[config.mk]
export PLATFORM = sky130hd
export DESIGN_NAME = fsgb_ctrl
export DESIGN_NICKNAME = d
export VERILOG_FILES = /design/src/rtl/fsgb_pkg.sv /design/src/rtl/fsgb_ctrl.sv
export SDC_FILE = /design/constraint.sdc
export NUM_CORES = 1
export LEC_CHECK = 0
export BUFFER_PORTS_ARGS = -buffer_cell sky130_fd_sc_hd__clkbuf_2
export CAP_MARGIN = 20
export CORE_AREA = 4 4 41 43
export DETAILED_ROUTE_END_ITERATION = 10
export DIE_AREA = 0 0 45 47
export MAX_ROUTING_LAYER = met4
export PLACE_DENSITY = 0.43
export RECOVER_POWER = 100
export SLEW_MARGIN = 40
export SYNTH_ARGS = -nofsm -noshare
export SYNTH_HDL_FRONTEND = slang
export SYNTH_SLANG_ARGS = --single-unit
[constraint.sdc]
create_clock -name clk -period 2.1 [get_ports clk]
set_input_delay 0.42 -clock clk [delete_from_list [all_inputs] [get_ports clk]]
set_output_delay 0.42 -clock clk [all_outputs]
set_load 0.01 [all_outputs]
[src/rtl/fsgb_pkg.sv]
// Font sheet glyph blitter: shared constants, word types and the
// controller/datapath command and status structs.
// No dependencies; every other file uses this package.
`default_nettype none

package fsgb_pkg;

  // Sheet store geometry (depth is a power of two, addresses wrap)
  localparam int SHEET_DEPTH    = 16384;
  localparam int SHEET_AW       = $clog2(SHEET_DEPTH);
  localparam int MAX_GLYPH_SIDE = 8;
  localparam int SCREEN_X_MAX   = 799;

  // Field widths
  localparam int SIDE_W    = 4;
  localparam int CPR_W     = 7;
  localparam int CFG_W     = 7;
  localparam int CFG_IDX_W = 2;
  localparam int ADDR_IN_W = 14;
  localparam int CODE_W    = 8;
  localparam int POS_W     = 7;
  localparam int XY_W      = 10;
  localparam int COLOR_W   = 32;

  // Internal widths
  localparam int CNT_W     = (MAX_GLYPH_SIDE > 1) ? $clog2(MAX_GLYPH_SIDE) : 1;
  localparam int CELL_W    = 7;
  localparam int DIV_STEPS = CELL_W;
  localparam int DIV_CNT_W = $clog2(DIV_STEPS);
  localparam int MUL_W     = CPR_W + SIDE_W;
  localparam int ROWP_W    = 2 * MUL_W;
  localparam int BX_W      = 12;

  // Printable range
  localparam logic [CODE_W-1:0] FIRST_CODE = 8'd32;
  localparam logic [CODE_W-1:0] LAST_CODE  = 8'd126;

  // Item kinds
  localparam logic FUNC_LOAD = 1'b0;
  localparam logic FUNC_DRAW = 1'b1;

  // Register indexes
  localparam logic [CFG_IDX_W-1:0] CFG_GLYPH_WIDTH  = 2'd0;
  localparam logic [CFG_IDX_W-1:0] CFG_GLYPH_HEIGHT = 2'd1;
  localparam logic [CFG_IDX_W-1:0] CFG_CELLS_PER_ROW = 2'd2;

  // Reset values of the registers
  localparam logic [SIDE_W-1:0] GLYPH_WIDTH_RST  = 4'd8;
  localparam logic [SIDE_W-1:0] GLYPH_HEIGHT_RST = 4'd8;
  localparam logic [CPR_W-1:0]  CELLS_PER_ROW_RST = 7'd16;

  typedef struct packed {
    logic                 func;
    logic [ADDR_IN_W-1:0] sheet_address;
    logic                 sheet_black;
    logic [CODE_W-1:0]    char_code;
    logic [POS_W-1:0]     char_position;
    logic [XY_W-1:0]      origin_x;
    logic [XY_W-1:0]      origin_y;
    logic [COLOR_W-1:0]   pen_color;
  } in_word_t;

  typedef struct packed {
    logic [XY_W-1:0]    pixel_x;
    logic [XY_W-1:0]    pixel_y;
    logic [COLOR_W-1:0] pixel_color;
    logic               last_pixel;
  } out_word_t;

  // Controller -> datapath
  typedef struct packed {
    logic accept;   // input word taken this cycle
    logic div_step; // one quotient bit
    logic setup;    // cell origin, sheet width, screen base
    logic rowbase;  // first row address, clear scan counters
    logic scan;     // issue one sheet read
    logic flush;    // send the held pixel as the last one
  } cmd_t;

  // Datapath -> controller
  typedef struct packed {
    logic draw_req;   // input word is a printable draw
    logic div_last;   // final quotient bit this cycle
    logic scan_last;  // read of the final glyph pixel pending
    logic stall;      // check stage blocked by the output
    logic chk_valid;  // check stage holds a read
    logic pend_valid; // a pixel waits for its successor
    logic out_free;   // output register can load this cycle
  } sts_t;

  // Zero counts as one, oversize as the maximum side
  function automatic logic [SIDE_W-1:0] clamp_side(input logic [SIDE_W-1:0] v);
    logic [SIDE_W-1:0] res;
    if (v == '0) begin
      res = SIDE_W'(1);
    end else if (v > SIDE_W'(MAX_GLYPH_SIDE)) begin
      res = SIDE_W'(MAX_GLYPH_SIDE);
    end else begin
      res = v;
    end
    return res;
  endfunction

endpackage

`default_nettype wire

[src/rtl/fsgb_ctrl.sv]
// Glyph blitter controller: sequences accept, cell divide, setup,
// sheet scan, drain and final flush. Depends on fsgb_pkg.
`default_nettype none

module fsgb_ctrl (
  input  wire logic          clk,
  input  wire logic          rst_n,
  input  wire logic          in_valid,
  input  wire fsgb_pkg::sts_t sts,
  output logic               in_ready,
  output fsgb_pkg::cmd_t     cmd
);
  import fsgb_pkg::*;

  localparam logic [2:0] ST_IDLE  = 3'd0;
  localparam logic [2:0] ST_DIV   = 3'd1;
  localparam logic [2:0] ST_SETUP = 3'd2;
  localparam logic [2:0] ST_ROWB  = 3'd3;
  localparam logic [2:0] ST_SCAN  = 3'd4;
  localparam logic [2:0] ST_DRAIN = 3'd5;
  localparam logic [2:0] ST_FLUSH = 3'd6;

  logic [2:0] state_r, state_nxt;

  // Next state and commands
  always_comb begin
    state_nxt = state_r;
    in_ready  = 1'b0;
    cmd       = '0;
    case (state_r)
      ST_IDLE: begin
        in_ready   = 1'b1;
        cmd.accept = in_valid;
        if (in_valid && sts.draw_req) begin
          state_nxt = ST_DIV;
        end
      end
      ST_DIV: begin
        cmd.div_step = 1'b1;
        if (sts.div_last) begin
          state_nxt = ST_SETUP;
        end
      end
      ST_SETUP: begin
        cmd.setup = 1'b1;
        state_nxt = ST_ROWB;
      end
      ST_ROWB: begin
        cmd.rowbase = 1'b1;
        state_nxt   = ST_SCAN;
      end
      ST_SCAN: begin
        cmd.scan = 1'b1;
        if (sts.scan_last && !sts.stall) begin
          state_nxt = ST_DRAIN;
        end
      end
      ST_DRAIN: begin
        if (!sts.chk_valid) begin
          state_nxt = ST_FLUSH;
        end
      end
      ST_FLUSH: begin
        cmd.flush = 1'b1;
        if (!sts.pend_valid || sts.out_free) begin
          state_nxt = ST_IDLE;
        end
      end
      default: begin
        state_nxt = ST_IDLE;
      end
    endcase
  end

  always_ff @(posedge clk) begin
    if (!rst_n) begin
      state_r <= ST_IDLE;
    end else begin
      state_r <= state_nxt;
    end
  end

endmodule

`default_nettype wire

==> flow_summary.html <==
<table>
<tr><th>Metric</th><th>Value</th></tr>
<tr><th colspan="2">Status</th></tr>
<tr><td>Run status</td><td>finished, final reports clean</td></tr>
<tr><th colspan="2">Die</th></tr>
<tr><td>Die outline area</td><td>2120 um2</td></tr>
<tr><td>Die Width</td><td>around 45 um</td></tr>
<tr><td>Standard cell core area</td><td>between 1000 and 1500 um2</td></tr>
<tr><td>I/O pin count</td><td>17</td></tr>
<tr><td>Num rows</td><td>13</td></tr>
<tr><td>Die height</td><td>between 40 and 50 um</td></tr>
<tr><td>Initial core utilization</td><td>19.9%</td></tr>
<tr><th colspan="2">Global route</th></tr>
<tr><td>Gr ovfl total</td><td>0</td></tr>
<tr><td>Wire length of the first global-routing pass</td><td>1100 um</td></tr>
<tr><td>Number of global-route vias before repair</td><td>between 200 and 300</td></tr>
<tr><td>Antenna violations before repair</td><td>0</td></tr>
<tr><td>Maximum number of pins on one net before global-route repair</td><td>12</td></tr>
<tr><td>Grt peak-use layer</td><td>met1</td></tr>
<tr><td>Met1 GRT Util</td><td>about a tenth</td></tr>
<tr><td>Met3 layer usage reported by global route</td><td>approximately 3.8%</td></tr>
<tr><td>Routing usage on met2</td><td>a little under a tenth</td></tr>
<tr><td>GRT Util Overall</td><td>under 10%</td></tr>
<tr><th colspan="2">Yosys</th></tr>
<tr><td>Main combinational cell family by area after synthesis</td><td>simple AND/OR/NAND/NOR gates</td></tr>
<tr><td>Mux share of post-synthesis cell area</td><td>0%</td></tr>
<tr><td>Number of library cell types mapped by synthesis</td><td>20</td></tr>
<tr><td>Summed instance area of the synthesized netlist</td><td>259 um2</td></tr>
<tr><td>Number of nets in the synthesized netlist</td><td>43</td></tr>
<tr><td>Mean instance size in the synthesized netlist</td><td>7.85 um2</td></tr>
<tr><td>Total number of yosys warnings</td><td>0</td></tr>
<tr><td>Parity-gate share of the synthesized area counting xor and xnor cells</td><td>0%</td></tr>
<tr><td>Portion of the post-synthesis area used by sequential elements</td><td>23.2%</td></tr>
<tr><td>Synthesized-area fraction occupied by ao, oa, aoi and oai cells</td><td>between 20% and 30%</td></tr>
<tr><td>Cells taking the most area after synthesis</td><td>sky130_fd_sc_hd__dfxtp_1 (23%), sky130_fd_sc_hd__nor2_1 (7.2%), sky130_fd_sc_hd__and3b_1 (6.8%), sky130_fd_sc_hd__a32oi_2 (6.3%), sky130_fd_sc_hd__and2_1 (4.8%)</td></tr>
<tr><td>Fraction of the mapped netlist area in adder cells</td><td>0%</td></tr>
<tr><td>FF+latch count, synth</td><td>3</td></tr>
<tr><td>Library cell with the largest summed area after synthesis</td><td>sky130_fd_sc_hd__dfxtp_1</td></tr>
<tr><td>Basic-gate share of the synthesized area counting and, or, nand and nor cells</td><td>about 40%</td></tr>
<tr><td>Top cell type's share of synthesized area</td><td>between 20% and 30%</td></tr>
<tr><td>Synthesized instance count</td><td>33</td></tr>
<tr><th colspan="2">Clock tree</th></tr>
<tr><td>Clock latency of the later-clocked register in the worst-skew pair</td><td>0.24 ns</td></tr>
<tr><td>Clock transition time at the flip-flop clock pins of the worst setup and hold paths</td><td>roughly 0.040 ns</td></tr>
<tr><td>Number of post-CTS setup repair buffers</td><td>0</td></tr>
<tr><td>Clk sinks</td><td>3</td></tr>
<tr><td>Cts-stage hold buffer count</td><td>0</td></tr>
<tr><td>H-tree levels</td><td>1</td></tr>
<tr><td>Cell at the root of the clock tree</td><td>sky130_fd_sc_hd__clkbuf_4</td></tr>
<tr><td>Resized cells post-CTS</td><td>0</td></tr>
<tr><td>Number of buffers added by the clock tree synthesis step</td><td>3</td></tr>
<tr><td>CTS tree</td><td>yes</td></tr>
<tr><td>Maximum count of clock buffers along a single path</td><td>2</td></tr>
<tr><th colspan="2">Finish</th></tr>
<tr><td>Antenna diode count</td><td>0</td></tr>
<tr><td>Area overhead of the layout relative to synthesis</td><td>35.7%</td></tr>
<tr><td>Most frequent standard cell in the layout excluding fill and tap cells</td><td>sky130_fd_sc_hd__clkbuf_2</td></tr>
<tr><td>Flip-flop count of the largest register after layout</td><td>3</td></tr>
<tr><td>Proportion of layout cells with a drive suffix above 1</td><td>between 30% and 40%</td></tr>
<tr><td>Biggest register</td><td>state_r</td></tr>
<tr><td>Largest registers in the final layout</td><td>state_r x3</td></tr>
<tr><td>Nets@finish</td><td>between 60 and 70</td></tr>
<tr><td>Commonest non-fill, non-tap cells in the layout</td><td>sky130_fd_sc_hd__clkbuf_2 (11), sky130_fd_sc_hd__clkbuf_1 (6), sky130_fd_sc_hd__nor2_1 (5)</td></tr>
<tr><th colspan="2">Detailed routing</th></tr>
<tr><td>Post-route DRC</td><td>0</td></tr>
<tr><td>DR iter-0 viols</td><td>1</td></tr>
<tr><td>Routed wire length</td><td>around 630 um</td></tr>
<tr><td>Antenna-violating nets left</td><td>0</td></tr>
<tr><td>Wirelength per Cell</td><td>approximately 9.6 um</td></tr>
<tr><td>DR vias</td><td>about 300</td></tr>
<tr><td>Via-to-Cell Ratio</td><td>roughly 4.4</td></tr>
<tr><td>TritonRoute pass-1 iters</td><td>2</td></tr>
<tr><th colspan="2">Setup path</th></tr>
<tr><td>Source of the critical timing path</td><td>state_r[2]$_SDFFE_PN0P_</td></tr>
<tr><td>R2r startpoint</td><td>state_r[2]$_SDFFE_PN0P_</td></tr>
<tr><td>Critical path destination</td><td>cmd[5]</td></tr>
<tr><td>Worst r2r path cells</td><td>4</td></tr>
<tr><td>Worst-path fanout max</td><td>11</td></tr>
<tr><td>Cell breakdown of the critical path</td><td>nor3_1 -&gt; and2_0 -&gt; clkbuf_2</td></tr>
<tr><td>Register-to-register setup slack</td><td>between 0.6 and 0.7 ns</td></tr>
<tr><td>Buffers and inverters on the worst path</td><td>1</td></tr>
<tr><td>Crit path required time</td><td>1.68 ns</td></tr>
<tr><td>Endpoint class of the critical path</td><td>output pin</td></tr>
<tr><td>Arr. time, crit path</td><td>1.32 ns</td></tr>
<tr><td>Crit. path cell count</td><td>3</td></tr>
<tr><td>Cell type group with the largest total delay on the critical path</td><td>simple AND/OR/NAND/NOR gates</td></tr>
<tr><td>Startpoint kind of the worst setup timing path</td><td>flop</td></tr>
<tr><td>Worst path slowest cell</td><td>sky130_fd_sc_hd__dfxtp_1</td></tr>
<tr><td>Worst Path Class, Setup</td><td>flop to output pin</td></tr>
<tr><td>Maximum single-stage delay on the critical path</td><td>about 0.39 ns</td></tr>
<tr><td>Reg-to-reg endpoint</td><td>state_r[1]$_SDFFE_PN0P_</td></tr>
<tr><th colspan="2">Worst hold path</th></tr>
<tr><td>Type of the tightest min-delay check</td><td>input pin to flop</td></tr>
<tr><th colspan="2">Power and ir drop</th></tr>
<tr><td>Power density of the placed cells</td><td>between 800 and 900 nW/um2</td></tr>
<tr><td>IR drop worst, VDD</td><td>0.000260 V</td></tr>
<tr><td>Leak</td><td>between 0.15 and 0.2 nW</td></tr>
<tr><td>Power after layout</td><td>0.306 mW</td></tr>
<tr><th colspan="2">Timing</th></tr>
<tr><td>Tcrit/Tclk final</td><td>between 80% and 90%</td></tr>
<tr><td>Setup violators final</td><td>0</td></tr>
<tr><td>Setup repair after global routing missed its margin</td><td>false</td></tr>
<tr><td>Post-Route Skew</td><td>0.00714 ns</td></tr>
<tr><td>Final hold violation count</td><td>0</td></tr>
<tr><td>Setup TNS after final layout</td><td>0 ns</td></tr>
<tr><td>Time the final worst path needs with I/O delays and setup</td><td>1.74 ns</td></tr>
<tr><td>Max Fclk</td><td>about 580 MHz</td></tr>
<tr><td>Slew at the pin with the worst max-slew slack</td><td>between 0.3 and 0.4 ns</td></tr>
<tr><td>Max Transition Viols Final</td><td>0</td></tr>
<tr><td>Relative slew slack</td><td>75.6%</td></tr>
<tr><th colspan="2">Flow run</th></tr>
<tr><td>Number of violations of the max-capacitance limit</td><td>0</td></tr>
<tr><th colspan="2">Placed design</th></tr>
<tr><td>Hpwl dp</td><td>a little over 500 um</td></tr>
<tr><td>Placer congestion estimate</td><td>around 0.76</td></tr>
<tr><td># port buffers</td><td>16</td></tr>
</table>
Yosys cell counts:
cell type / instances
sky130_fd_sc_hd__and3b_1: 2
sky130_fd_sc_hd__buf_4: 1
sky130_fd_sc_hd__a21oi_2: 1
sky130_fd_sc_hd__a311oi_1: 1
sky130_fd_sc_hd__nor3b_2: 1
sky130_fd_sc_hd__buf_2: 1
sky130_fd_sc_hd__a32oi_2: 1
sky130_fd_sc_hd__dfxtp_1: 3
sky130_fd_sc_hd__nand2_1: 3
sky130_fd_sc_hd__nor3_2: 1
sky130_fd_sc_hd__a21oi_1: 2
sky130_fd_sc_hd__and2_1: 2
sky130_fd_sc_hd__a31oi_1: 1
sky130_fd_sc_hd__inv_1: 3
sky130_fd_sc_hd__nor2_1: 5
sky130_fd_sc_hd__a32o_1: 1
sky130_fd_sc_hd__or2_1: 1
sky130_fd_sc_hd__o21ai_2: 1
sky130_fd_sc_hd__nand2b_1: 1
sky130_fd_sc_hd__nand4bb_1: 1
stage by stage:
step                cells  setup slack (ns)  util (%)  cell area, um2  hold WS (ns)
floorplan              33             0.708         -             259         0.566
global placement       62             0.591      26.5             345         0.665
detailed placement     62             0.592      26.5             345         0.645
CTS                    66             0.452      28.6             372         0.453
global route           66             0.188      27.0             352         0.475
finish                 66             0.363      27.0             352         0.459
power by group:
group          internal, mW  switching, mW
clock network        0.0715         0.0343
logic                0.0537         0.0588
registers            0.0669         0.0207
kinds of logic (layout without fill, tap and decap cells):
group,count (synthesis),after routing
simple gates,17,17
compound gates,8,8
flops,3,3
buf+inv,5,23
routing by layer:
| layer | wire length (um) | up-vias |
|---|---|---|
| li1 | - | 152 |
| met1 | 307 | 126 |
| met2 | 264 | 13 |
| met3 | 50 | 2 |
| met4 | 10 | 0 |
| met5 | 0 | - |
tightest hold or removal path, cell delays in order:
cell and delay (ns):
sky130_fd_sc_hd__clkbuf_2 0.09, sky130_fd_sc_hd__inv_1 0.09, sky130_fd_sc_hd__a311oi_1 0.05
layout make-up:
class	count	area [um2]
clock buffer	4	26.3
fill	163	950
inverter	3	11.3
multi-input combinational	25	161
sequential	3	60.1
tap	15	18.8
timing repair buffer	16	73.8
worst min-delay path by stage:
| stage | startpoint | to | cells past startpoint |
|---|---|---|---|
| CTS | rst_n | state_r[2]$_SDFFE_PN0P_ | 3 |
| floorplan | state_r[2]$_SDFFE_PN0P_ | state_r[2]$_SDFFE_PN0P_ | 2 |
| detailed placement | state_r[0]$_SDFFE_PN0P_ | state_r[2]$_SDFFE_PN0P_ | 2 |
| finish | rst_n | state_r[2]$_SDFFE_PN0P_ | 3 |
| global route | rst_n | state_r[1]$_SDFFE_PN0P_ | 2 |
| global placement | state_r[0]$_SDFFE_PN0P_ | state_r[2]$_SDFFE_PN0P_ | 2 |
Power figures use the tool's default switching activity.
